--- config.mk ---
export PLATFORM = sky130hd
export DESIGN_NAME = ipv4_text_address_parser_unit
export DESIGN_NICKNAME = d
export VERILOG_FILES = /design/src/hw/rtl/ipv4p_pkg.sv /design/src/hw/rtl/ipv4p_scan.sv /design/src/hw/rtl/ipv4p_assemble.sv /design/src/hw/rtl/ipv4_text_address_parser_unit.sv
export SDC_FILE = /design/constraint.sdc
export NUM_CORES = 1
export LEC_CHECK = 0
export ABC_AREA = 0
export BUFFER_PORTS_ARGS = -buffer_cell sky130_fd_sc_hd__buf_2
export CAP_MARGIN = 40
export CORE_MARGIN = 2
export CORE_UTILIZATION = 60
export DETAILED_ROUTE_END_ITERATION = 8
export GPL_ROUTABILITY_DRIVEN = 0
export HOLD_SLACK_MARGIN = 0.05
export PLACE_DENSITY = 0.82
export SLEW_MARGIN = 20
export SYNTH_ARGS = -nofsm -noshare
export SYNTH_HDL_FRONTEND = slang
export SYNTH_SLANG_ARGS = --single-unit
--- constraint.sdc ---
create_clock -name clk -period 18.2 [get_ports clk]
set_clock_uncertainty 0.2 [all_clocks]
set_input_delay 2.73 -clock clk [delete_from_list [all_inputs] [get_ports clk]]
set_output_delay 2.73 -clock clk [all_outputs]
set_load 0.02 [all_outputs]
--- src/hw/rtl/ipv4p_pkg.sv ---
`default_nettype none
package ipv4p_pkg;

  // Scan modes of the character loop
  typedef enum logic [2:0] {
    MODE_SEEK  = 3'd0,
    MODE_ZERO  = 3'd1,
    MODE_ZEROX = 3'd2,
    MODE_DEC   = 3'd3,
    MODE_OCT   = 3'd4,
    MODE_HEX   = 3'd5,
    MODE_DONE  = 3'd6
  } scan_mode_t;

  localparam int unsigned NUM_PARTS = 4;
  localparam int unsigned PART_W    = 32;
  localparam int unsigned ACC_W     = 64;
  localparam int unsigned POS_W     = 4;
  localparam int unsigned CNT_W     = 3;

  localparam logic [7:0] CH_NUL  = 8'h00;
  localparam logic [7:0] CH_DOT  = 8'h2E;
  localparam logic [7:0] CH_0    = 8'h30;
  localparam logic [7:0] CH_1    = 8'h31;
  localparam logic [7:0] CH_7    = 8'h37;
  localparam logic [7:0] CH_9    = 8'h39;
  localparam logic [7:0] CH_X_LO = 8'h78;
  localparam logic [7:0] CH_X_UP = 8'h58;

  localparam logic [POS_W-1:0] POS_MAX   = 4'd15;
  localparam logic [CNT_W-1:0] CNT_FULL  = 3'd4;
  localparam logic [CNT_W-1:0] CNT_THREE = 3'd3;
  localparam logic [CNT_W-1:0] CNT_TWO   = 3'd2;
  localparam logic [CNT_W-1:0] CNT_ONE   = 3'd1;

  localparam int unsigned SHIFT_A = 24;
  localparam int unsigned SHIFT_B = 16;
  localparam int unsigned SHIFT_C = 8;

  // Character fed to the scan step
  typedef struct packed {
    logic       go;
    logic       last;
    logic [7:0] ch;
  } step_t;

  // Parts of one finished string
  typedef struct packed {
    logic [NUM_PARTS-1:0][PART_W-1:0] part_vals;
    logic [CNT_W-1:0]                 count;
  } result_t;

  // Hex digit decode: bit 4 flags a digit, bits 3:0 hold its value
  function automatic logic [4:0] hex_digit(input logic [7:0] c);
    logic [4:0] r;
    r = 5'd0;
    if (c >= 8'h30 && c <= 8'h39) begin
      r = {1'b1, c[3:0]};
    end else if ((c >= 8'h61 && c <= 8'h66) || (c >= 8'h41 && c <= 8'h46)) begin
      r = {1'b1, c[3:0] + 4'd9};
    end
    return r;
  endfunction

endpackage
`default_nettype wire

--- src/hw/rtl/ipv4p_scan.sv ---
`default_nettype none
module ipv4p_scan #(
  parameter int unsigned MAX_START = 13
) (
  input  wire logic              clk,
  input  wire logic              rst_n,
  input  wire ipv4p_pkg::step_t  step,
  output ipv4p_pkg::result_t     res
);

  localparam logic [ipv4p_pkg::POS_W-1:0] START_LIMIT = ipv4p_pkg::POS_W'(MAX_START);

  // Radix of the digit step
  localparam logic [1:0] BASE_OCT = 2'd0;
  localparam logic [1:0] BASE_DEC = 2'd1;
  localparam logic [1:0] BASE_HEX = 2'd2;

  ipv4p_pkg::scan_mode_t                          mode_r, mode_nxt;
  logic [ipv4p_pkg::POS_W-1:0]                    pos_r, pos_nxt;
  logic [ipv4p_pkg::CNT_W-1:0]                    parts_r, parts_nxt;
  logic [ipv4p_pkg::ACC_W-1:0]                    acc_r, acc_nxt;
  logic                                           ovf_r, ovf_nxt;
  logic [ipv4p_pkg::NUM_PARTS-1:0][ipv4p_pkg::PART_W-1:0] pv_r, pv_nxt;

  always_comb begin
    logic [4:0]                  hd;
    logic                        is_oct;
    logic                        is_dec;
    logic                        do_acc;
    logic [1:0]                  base_sel;
    logic [3:0]                  dig;
    logic [ipv4p_pkg::ACC_W+3:0] wide;
    logic [ipv4p_pkg::ACC_W+3:0] prod;
    logic [ipv4p_pkg::ACC_W+3:0] sum;
    logic                        end_now;
    logic                        fin;
    logic [ipv4p_pkg::PART_W-1:0] fin_val;
    logic [7:0]                  end_ch;

    hd       = ipv4p_pkg::hex_digit(step.ch);
    is_oct   = step.ch inside {[ipv4p_pkg::CH_0:ipv4p_pkg::CH_7]};
    is_dec   = step.ch inside {[ipv4p_pkg::CH_0:ipv4p_pkg::CH_9]};
    do_acc   = 1'b0;
    base_sel = BASE_OCT;
    dig      = hd[3:0];
    end_now  = 1'b0;
    end_ch   = step.ch;

    mode_nxt  = mode_r;
    acc_nxt   = acc_r;
    ovf_nxt   = ovf_r;
    parts_nxt = parts_r;
    pv_nxt    = pv_r;
    pos_nxt   = (pos_r < ipv4p_pkg::POS_MAX) ? pos_r + 1'b1 : pos_r;

    case (mode_r)
      ipv4p_pkg::MODE_SEEK: begin
        if (pos_r >= START_LIMIT || step.ch == ipv4p_pkg::CH_NUL) begin
          mode_nxt = ipv4p_pkg::MODE_DONE;
        end else if (step.ch == ipv4p_pkg::CH_0) begin
          acc_nxt  = '0;
          ovf_nxt  = 1'b0;
          mode_nxt = ipv4p_pkg::MODE_ZERO;
        end else if (step.ch inside {[ipv4p_pkg::CH_1:ipv4p_pkg::CH_9]}) begin
          acc_nxt  = ipv4p_pkg::ACC_W'(step.ch[3:0]);
          ovf_nxt  = 1'b0;
          mode_nxt = ipv4p_pkg::MODE_DEC;
        end
      end
      ipv4p_pkg::MODE_ZERO, ipv4p_pkg::MODE_OCT: begin
        if (mode_r == ipv4p_pkg::MODE_ZERO &&
            (step.ch == ipv4p_pkg::CH_X_LO || step.ch == ipv4p_pkg::CH_X_UP)) begin
          mode_nxt = ipv4p_pkg::MODE_ZEROX;
        end else if (is_oct) begin
          do_acc   = 1'b1;
          base_sel = BASE_OCT;
          mode_nxt = ipv4p_pkg::MODE_OCT;
        end else begin
          end_now = 1'b1;
        end
      end
      ipv4p_pkg::MODE_ZEROX: begin
        if (hd[4]) begin
          acc_nxt  = ipv4p_pkg::ACC_W'(hd[3:0]);
          mode_nxt = ipv4p_pkg::MODE_HEX;
        end else begin
          end_now = 1'b1;
          end_ch  = ipv4p_pkg::CH_X_LO;
        end
      end
      ipv4p_pkg::MODE_DEC: begin
        if (is_dec) begin
          do_acc   = 1'b1;
          base_sel = BASE_DEC;
        end else begin
          end_now = 1'b1;
        end
      end
      ipv4p_pkg::MODE_HEX: begin
        if (hd[4]) begin
          do_acc   = 1'b1;
          base_sel = BASE_HEX;
        end else begin
          end_now = 1'b1;
        end
      end
      default: begin
        mode_nxt = ipv4p_pkg::MODE_DONE;
      end
    endcase

    // Multiply-accumulate with saturation past 64 bits
    wide = {4'd0, acc_r};
    case (base_sel)
      BASE_DEC: prod = (wide << 3) + (wide << 1);
      BASE_HEX: prod = wide << 4;
      default:  prod = wide << 3;
    endcase
    sum = prod + {{ipv4p_pkg::ACC_W{1'b0}}, dig};
    if (do_acc) begin
      if (ovf_r || sum[ipv4p_pkg::ACC_W+3:ipv4p_pkg::ACC_W] != 4'd0) begin
        ovf_nxt = 1'b1;
        acc_nxt = '1;
      end else begin
        acc_nxt = sum[ipv4p_pkg::ACC_W-1:0];
      end
    end

    // Close the number: on an ending character, or at string end mid-number
    fin = end_now ||
          (step.last && mode_nxt != ipv4p_pkg::MODE_SEEK &&
           mode_nxt != ipv4p_pkg::MODE_DONE);
    fin_val = ovf_nxt ? '1 : acc_nxt[ipv4p_pkg::PART_W-1:0];
    if (fin) begin
      if (parts_r < ipv4p_pkg::CNT_FULL) begin
        pv_nxt[parts_r[1:0]] = fin_val;
        parts_nxt            = parts_r + 1'b1;
      end
      acc_nxt = '0;
      ovf_nxt = 1'b0;
      if (end_now) begin
        mode_nxt = (end_ch == ipv4p_pkg::CH_DOT && parts_nxt < ipv4p_pkg::CNT_FULL) ?
                   ipv4p_pkg::MODE_SEEK : ipv4p_pkg::MODE_DONE;
      end else begin
        mode_nxt = ipv4p_pkg::MODE_DONE;
      end
    end

    res.part_vals = pv_nxt;
    res.count     = parts_nxt;
  end

  always_ff @(posedge clk) begin
    if (!rst_n) begin
      mode_r  <= ipv4p_pkg::MODE_SEEK;
      pos_r   <= '0;
      parts_r <= '0;
      acc_r   <= '0;
      ovf_r   <= 1'b0;
      pv_r    <= '0;
    end else if (step.go) begin
      if (step.last) begin
        mode_r  <= ipv4p_pkg::MODE_SEEK;
        pos_r   <= '0;
        parts_r <= '0;
        acc_r   <= '0;
        ovf_r   <= 1'b0;
        pv_r    <= '0;
      end else begin
        mode_r  <= mode_nxt;
        pos_r   <= pos_nxt;
        parts_r <= parts_nxt;
        acc_r   <= acc_nxt;
        ovf_r   <= ovf_nxt;
        pv_r    <= pv_nxt;
      end
    end
  end

endmodule
`default_nettype wire

--- src/hw/rtl/ipv4p_assemble.sv ---
`default_nettype none
module ipv4p_assemble (
  input  wire ipv4p_pkg::result_t  res,
  output logic [31:0]              address,
  output logic                     valid_res,
  output logic [2:0]               part_count
);

  logic [31:0] p0, p1, p2, p3;

  assign p0 = res.part_vals[0];
  assign p1 = res.part_vals[1];
  assign p2 = res.part_vals[2];
  assign p3 = res.part_vals[3];

  // Short forms fold the trailing part into the low bits, wrapping mod 2^32
  always_comb begin
    case (res.count)
      ipv4p_pkg::CNT_FULL: begin
        address = (p0 << ipv4p_pkg::SHIFT_A) + (p1 << ipv4p_pkg::SHIFT_B) +
                  (p2 << ipv4p_pkg::SHIFT_C) + p3;
      end
      ipv4p_pkg::CNT_THREE: begin
        address = (p0 << ipv4p_pkg::SHIFT_A) + (p1 << ipv4p_pkg::SHIFT_B) + p2;
      end
      ipv4p_pkg::CNT_TWO:   address = (p0 << ipv4p_pkg::SHIFT_A) + p1;
      ipv4p_pkg::CNT_ONE:   address = p0;
      default:              address = '0;
    endcase
    valid_res  = (res.count inside {[ipv4p_pkg::CNT_ONE:ipv4p_pkg::CNT_FULL]});
    part_count = valid_res ? res.count : '0;
  end

endmodule
`default_nettype wire

--- src/hw/rtl/ipv4_text_address_parser_unit.sv ---
`default_nettype none
// Dotted-text IPv4 address parser. Feed the string one character per item
// (in_ch) and flag the final character with in_last; one result item follows
// each string with the 32-bit host-order address, a flag that at least one
// numeric part was found, and the part count. Each part picks its base from
// its prefix (0x/0X hex, leading 0 octal, otherwise decimal), a part that
// passes 2^64-1 reads as all ones, and one, two, three or four parts form an
// address in the a, a.b, a.b.c or a.b.c.d style. Characters before a number
// are skipped, but a number must begin below character position MAX_START.
// Rate: one item per clock, sustained unless a last character waits for a
// busy result slot. A character is captured in the input register and then
// scanned; a string's last character loads the result register, which
// drives out_valid, and holds in the input register while an earlier result
// is untaken. The scan state loop (64-bit shift-add accumulate by the base
// and part store) sets that pace.
// While a result waits on out_ready, characters of the next string keep
// flowing; only a second last character waits for the result slot.
module ipv4_text_address_parser_unit #(
  parameter int unsigned MAX_START = 13
) (
  input  wire logic        clk,
  input  wire logic        rst_n,
  input  wire logic        in_valid,
  output logic             in_ready,
  input  wire logic [7:0]  in_ch,
  input  wire logic        in_last,
  output logic             out_valid,
  input  wire logic        out_ready,
  output logic [31:0]      out_address,
  output logic             out_valid_res,
  output logic [2:0]       out_part_count
);

  // Input register
  logic       in_vld_r;
  logic [7:0] in_ch_r;
  logic       in_last_r;

  // Result register
  logic                 out_vld_r;
  ipv4p_pkg::result_t   out_res_r;

  ipv4p_pkg::step_t     step;
  ipv4p_pkg::result_t   scan_res;
  logic                 out_free;
  logic                 step_go;

  // Advance the held character unless it closes a string and the result
  // slot is still occupied.
  assign out_free = !out_vld_r || out_ready;
  assign step_go  = in_vld_r && (!in_last_r || out_free);
  assign in_ready = !in_vld_r || step_go;

  assign step.go   = step_go;
  assign step.last = in_last_r;
  assign step.ch   = in_ch_r;

  always_ff @(posedge clk) begin
    if (!rst_n) begin
      in_vld_r <= 1'b0;
    end else if (in_ready) begin
      in_vld_r <= in_valid;
    end
  end

  // Payload holds while the register waits
  always_ff @(posedge clk) begin
    if (in_ready && in_valid) begin
      in_ch_r   <= in_ch;
      in_last_r <= in_last;
    end
  end

  ipv4p_scan #(
    .MAX_START (MAX_START)
  ) u_scan (
    .clk   (clk),
    .rst_n (rst_n),
    .step  (step),
    .res   (scan_res)
  );

  // Load a result on the string's last character, drop it once taken
  always_ff @(posedge clk) begin
    if (!rst_n) begin
      out_vld_r <= 1'b0;
    end else if (step_go && in_last_r) begin
      out_vld_r <= 1'b1;
    end else if (out_ready) begin
      out_vld_r <= 1'b0;
    end
  end

  always_ff @(posedge clk) begin
    if (step_go && in_last_r) begin
      out_res_r <= scan_res;
    end
  end

  ipv4p_assemble u_assemble (
    .res        (out_res_r),
    .address    (out_address),
    .valid_res  (out_valid_res),
    .part_count (out_part_count)
  );

  assign out_valid = out_vld_r;

endmodule
`default_nettype wire
==> flow_summary.ini, run 1 <==
[status]
status = complete, no violations

[routing]
detail-route-antenna-nets = 0
wl_per_cell_um = 24.5
drtIter0Drc = 3474
drt-total-wl_mm = 85.2
viasPerCell = 7.21
drc = 0
first_pass_iters = 6
num_vias = 25000

[final_layout]
drive_above_1_share_pct = 8.57
layout.nets = 3085
n_antenna_cell = 0
finish.utilization_pct = 65.6
syn2layout_area_growth_pct = 7.28

[setup_path]
worstPathRequired_ns = 18.39
r2r_start = in_ch_r[1]
critPathLaunchType = register
r2r_cells = 26
path_max_fanout = 58
end_kind = register
critical_path_class = register to register
critical_path_arrival_ns = 9.60
reg2reg_slack_ns = 8.79
crit-reg2reg-capture = u_scan.acc_r[60]

[clocking]
cts.root.buffer_cell = clkbuf_16
postCtsResizedCells = 0
post_cts_buffers = 0
clk_latency_ns = 0.53
numClockSinks = 345
htreeDepth = 2
clkSlewWorstSetupHoldPaths_ns = 0.06
numCtsBuffers = 35
clockBufferDepth = 3
cts_hold_buf = 0
cts_tree = yes

[sta]
clock.fmax_ghz = 0.106
slew_violations = 0
relSlewSlack_pct = 36.9
timing.setup.tns_ns = 0
finalSetupViolCount = 0
rsz0062_at_grt = no
layout_min_cycle_time_ns = 9.41
period_share_pct = 51.7
worst_pin_slew_ns = 0.947
fin_hold_ws_ns = 0.263
final-hold-violation-count = 0
fin_ws_ns = 8.79

[pwr]
power_density_mw_per_mm2 = 62.9
vdd_drop_max_uv = 56.2
leakage_nw = 9.99

[synth]
yosys-top-cells-area = edfxtp_1 17%, dfxtp_1 16%, ha_1 6.8%
synth-seq-cells = 345
yosysWarnings = 0
netlist_area_mm2 = 0.0251
synth_async_sr_flop_share_pct = 0
ys.flop_type = dfxtp_1
synth.largest_area_cell = edfxtp_1
yosys.cell_count.top_type = nand2_1
ys_types = 107
ys_top_cells_by_count = 429 x nand2_1, 266 x a21oi_1, 205 x dfxtp_1, 160 x clkbuf_1, 151 x o21ai_0
synth-seq-area-share_pct = 33.0
synth_edf_count = 140
synth_cells = 2973
syn_nets = 3144
avgSynthCellArea_um2 = 8.46
yosys.area.top_type_share_pct = 16.7

[run]
drv_cap = 0

[die]
io_pins = 51
dieWidth_um = 209
core_mm2 = 0.0411
die_y_um = 209
die_area_mm2 = 0.0436
row_count = 74
start_util_pct = 61.2

[placement]
port_buffers = 50
hpwl_mm = 59.4
preCtsSetupSlack_ns = 9.11

[global_routing]
grt_util_all_layers_pct = 37.6
overflow = 0
grt_max_degree = 65
grt_pass1_wl_mm = 131
grt_antenna_before_repair = 0
grt_pass1_vias = 23300

[worst_hold_path]
hold-path-cell-count = 1
min-delay-path-class = register to register
hp-start = u_scan.pv_r[16]
min_to = u_scan.pv_r[16]
[layout by cell type, fill, tap and decap left out, drive strengths merged, types with 25 or more instances in the layout]
cell / instances
nand4: 30
a221oi: 29
nand3: 58
and2: 33
nand2: 429
and3: 56
a21o: 48
a211oi: 28
a22o: 32
edfxtp: 140
ha: 137
clkbuf: 48
nor3: 78
nand2b: 29
inv: 97
a21oi: 267
o21ai: 175
o31ai: 138
dfxtp: 205
o21a: 25
nor2: 138
buf: 92
xnor2: 77
xor2: 39
nor4: 28
o21bai: 26
o2bb2ai: 108
[state kept, by name (all words and copies together), names as in the netlist]
register,count
out_res_r,131
in_ch_r,8
u_scan.pos_r,4
u_scan.pv_r,128
in_vld_r,1
u_scan.mode_r,3
out_valid,1
u_scan.ovf_r,1
in_last_r,1
u_scan.parts_r,3
u_scan.acc_r,64
[power breakdown]
group | internal, mW | switching (mW)
sequential | 0.810 | 0.0104
clock | 0.427 | 0.311
combinational | 0.0476 | 0.0912
[through the flow]
step | std cells | total power [mW] | cell area (um2)
after floorplan | 2973 | 0.924 | 25100
after detailed placement | 3401 | 0.969 | 25700
after global placement | 3391 | 0.959 | 25500
after global routing | 3471 | 1.74 | 27000
after CTS | 3463 | 1.69 | 26900
final | 3471 | 1.70 | 27000
[layout make-up]
class	count	area, um2
flip-flops and latches	345	8310
inverters	97	367
clock buffers	44	982
repair buffers	96	738
well taps	532	666
clock inverters	18	175
multi-input cells	2339	15700
fillers	3236	14100
[worst max-delay path, cell delays in order (launching register included)]
cell and delay, ns:
edfxtp_1 0.46, inv_1 0.16, ha_1 0.24, o21bai_1 0.09, a21oi_1 0.54, nor2_1 0.21, nor2_1 0.19, nand2_1 0.13
ha_4 0.62, buf_4 0.60, o21ai_0 0.20, ha_1 0.36, a21o_1 0.15, nand3_1 0.17, nor2_1 0.14, nand2_1 0.15
nor4_2 0.66, nor4b_4 0.51, and3_1 0.37, nand3_1 0.32, nor3_2 0.43, a31oi_1 0.19, or4b_2 0.64, buf_4 0.38
nor2_2 0.47, buf_4 0.37, a311oi_1 0.16
[how the worst max path moves through the flow]
stage / start / slack [ns] / to
final: in_ch_r[1] / 8.79 / u_scan.acc_r[60]
after global routing: in_ch_r[1] / 8.29 / u_scan.acc_r[60]
after CTS: in_ch_r[1] / 9.08 / u_scan.acc_r[8]
after detailed placement: in_ch_r[1] / 9.11 / u_scan.acc_r[8]
after global placement: in_ch_r[0] / 9.42 / u_scan.acc_r[13]
after floorplan: in_ch_r[0] / 10.20 / out_res_r[17]
[cells by family (layout without fill, tap and decap cells)]
logic type,count (synthesis),after routing,share of synthesized area [%]
buffers and inverters,289,255,4.57
adders and majority gates,158,158,8.49
DFF,345,345,33.0
xor gates and xnor gates,116,116,4.04
muxes,16,16,0.682
and+or+nand+nor,969,969,19.2
AOI/OAI and AO/OA,1080,1080,30.0
[routing by layer]
layer	vias to the layer above	routed length, um	global-route usage (%)
li1	11100	-	-
met1	11700	31400	49.1
met2	1933	37700	60.1
met3	336	11100	5.70
met4	0	5060	20.5
met5	-	0	0
(Power assumes the default switching activity.)
==> run 2, diff against run 1 <==
ABC_AREA = 1   (was 0)
CORE_UTILIZATION = 59   (was 60)
PLACE_DENSITY = 0.84   (was 0.82)
clock period = 8.36 ns   (was 18.2 ns; I/O delays follow)
==> run 2 against run 1 <==
Compared with the run above: count of clock-buffer cells in the layout up 8; total power increased by 120%; sequential power rose by 120%; critical path depth grew 13; critical path type unchanged; critical endpoint is now u_scan.pv_r[121].
==> flow_summary.ini, run 2 <==
[pwr]
power.net_switching_mw = 0.916
p_int_mw = 2.77
comb_power_share_pct = 7.9
power_density_mw_per_mm2 = 123
p_clk_share_pct = 43.5
switching_share_pct = 24.9
vdd_drop_max_uv = 173
leakage_nw = 14.5
seqPwrFrac_pct = 48.6

[final_layout]
layout.area.seq_mm2 = 0.00831
multi_input_area_mm2 = 0.0166
layout.nets = 4537
top_register = out_res_r
n_antenna_cell = 0
drive_above_1_share_pct = 7.94
layout_common_cells = 1528 x nand2_1, 614 x inv_1, 382 x a21oi_1
fin_cells = 5000
largest_register_ff_count = 131
reg.largest.list = out_res_r x131, u_scan.pv_r x128, u_scan.acc_r x64
fill_cells = 4164
final_common_cell = nand2_1
syn2layout_area_growth_pct = 6.36

[synth]
avgSynthCellArea_um2 = 6.39
yosys.area.top_type_share_pct = 20.4
ys.flop_type = dfxtp_1
yosysWarnings = 0
synth-seq-cells = 345
syn_nets = 4570
ys_types = 66
netlist_area_mm2 = 0.0281
yosys-top-cells-area = nand2_1 20%, edfxtp_1 15%, dfxtp_1 15%
synth-seq-area-share_pct = 29.6
ys_top_cells_by_count = 1529 x nand2_1, 616 x inv_1, 382 x a21oi_1, 366 x nand3_1, 286 x nor2_1
synth.largest_area_cell = nand2_1
yosys.cell_count.top_type = nand2_1
synth_cells = 4399
synth_edf_count = 140
synth_async_sr_flop_share_pct = 0

[status]
status = complete, no violations

[sta]
fin_ws_ns = 1.04
layout_min_cycle_time_ns = 7.32
worst_pin_slew_ns = 0.816
clock.fmax_ghz = 0.137
relSlewSlack_pct = 45.6
fin_hold_ws_ns = 0.261
finalSetupViolCount = 0
slew_violations = 0
timing.setup.tns_ns = 0
final-hold-violation-count = 0
rsz0062_at_grt = no
period_share_pct = 87.5

[clocking]
cts_tree = yes
htreeDepth = 2
postCtsResizedCells = 0
post_cts_buffers = 0
clkSlewWorstSetupHoldPaths_ns = 0.07
clk_latency_ns = 0.55
cts.root.buffer_cell = clkbuf_16
numCtsBuffers = 36
numClockSinks = 345
cts_hold_buf = 0
clockBufferDepth = 3

[routing]
detail-route-antenna-nets = 0
drtIter0Drc = 3329
first_pass_iters = 8
viasPerCell = 5.76
num_vias = 28800
drc = 0
wl_per_cell_um = 17.4
drt-total-wl_mm = 86.8

[die]
dieWidth_um = 222
die_y_um = 222
row_count = 79
start_util_pct = 60.1
io_pins = 51
die_area_mm2 = 0.0494
core_mm2 = 0.0468

[placement]
preCtsSetupSlack_ns = 1.22
dp.cells = 4931
port_buffers = 50
hpwl_mm = 64.2

[setup_path]
path_max_fanout = 91
critical_path_class = register to register
r2r_start = in_ch_r[1]
critPathLaunchType = register
end_kind = register
cp_common_cell = nand2_1
r2r_cells = 39
crit-reg2reg-capture = u_scan.pv_r[121]
cp_slowest_cell = ha_2
reg2reg_slack_ns = 1.04
crit_path_end = u_scan.pv_r[121]
slowest_delay_ns = 0.71
critical_path_arrival_ns = 7.55
cp-startpoint = in_ch_r[1]
worstPathRequired_ns = 8.59

[global_routing]
grt_antenna_before_repair = 2
grt_util_all_layers_pct = 34.3
grt_pass1_vias = 26200
grt_pass1_wl_mm = 137
grt_max_degree = 106
overflow = 0

[run]
drv_cap = 0

[worst_hold_path]
min-delay-path-class = register to register
[run 2: cell types whose count changed in the layout (fill, tap and decap cells not counted), moves of 108 or more]
cell	before	now
nor2_1	133	283
o31ai_1	135	1
inv_1	94	614
a21oi_1	266	382
nand3_1	58	366
nand2_1	426	1528
o2bb2ai_1	108	0
[run 2: per-stage QoR]
| step | power [mW] | util (%) | area (um2) |
|---|---|---|---|
| after CTS | 3.67 | 63.8 | 29800 |
| after global placement | 2.09 | 61.1 | 28600 |
| after global routing | 3.79 | 63.9 | 29900 |
| final | 3.68 | 63.9 | 29900 |
| after detailed placement | 2.10 | 61.3 | 28700 |
| after floorplan | 2.02 | - | 28100 |
[run 2: layout make-up]
class	instances	share of cell area [%]
clock buffer	52	3.49
clock inverter	13	0.398
inverter	633	7.97
multi-input combinational	3264	55.7
sequential	345	27.8
tap	607	2.54
timing repair buffer	86	2.12
[run 2: cell families after synthesis]
family                   count (synthesis)  share of synthesized area [%]
buffers and inverters                  790                           11.4
XOR/XNOR                                79                           2.46
AND/OR/NAND/NOR                       2465                           38.0
multiplexers                             1                         0.0356
flip-flops                             345                           29.6
adder cells (fa/ha/maj)                158                           7.59
AO/OA/AOI/OAI                          561                           10.9
[run 2: worst max-delay path: cells and delay by family (launching register included)]
family                     cells  cell delay (ns)
adders and majority gates      3             1.23
buffers and inverters          6             0.78
and+or+nand+nor               27             4.11
AOI/OAI and AO/OA              3             0.32
DFF                            1             0.46
[run 2: power by group through the flow]
stage | Combinational, mW | Clock (mW) | Sequential [mW]
final | 0.291 | 1.60 | 1.79
after global routing | 0.315 | 1.68 | 1.79
after CTS | 0.281 | 1.60 | 1.79
after detailed placement | 0.279 | 0 | 1.82
after global placement | 0.268 | 0 | 1.82
after floorplan | 0.201 | 0 | 1.82
[run 2: per-layer routing]
layer | wire [um] | share of wire, % | global-route usage [%]
met1 | 34200 | 39 | 43.9
met5 | 100 | 0.12 | 0
met4 | 5210 | 6.0 | 18.6
met3 | 9920 | 11 | 8.49
met2 | 37400 | 43 | 53.1
[run 2: how the worst min path moves through the flow]
stage,endpoint,from,cells past startpoint,slack (ns)
finish,u_scan.pv_r[10],u_scan.pv_r[10],2,0.26
global route,u_scan.pv_r[22],u_scan.pv_r[22],2,0.27
CTS,u_scan.pv_r[9],u_scan.pv_r[9],2,0.26
detailed placement,u_scan.pv_r[9],u_scan.pv_r[9],2,0.25
global placement,u_scan.pv_r[22],u_scan.pv_r[22],2,0.25
floorplan,u_scan.pv_r[107],u_scan.pv_r[107],2,0.24
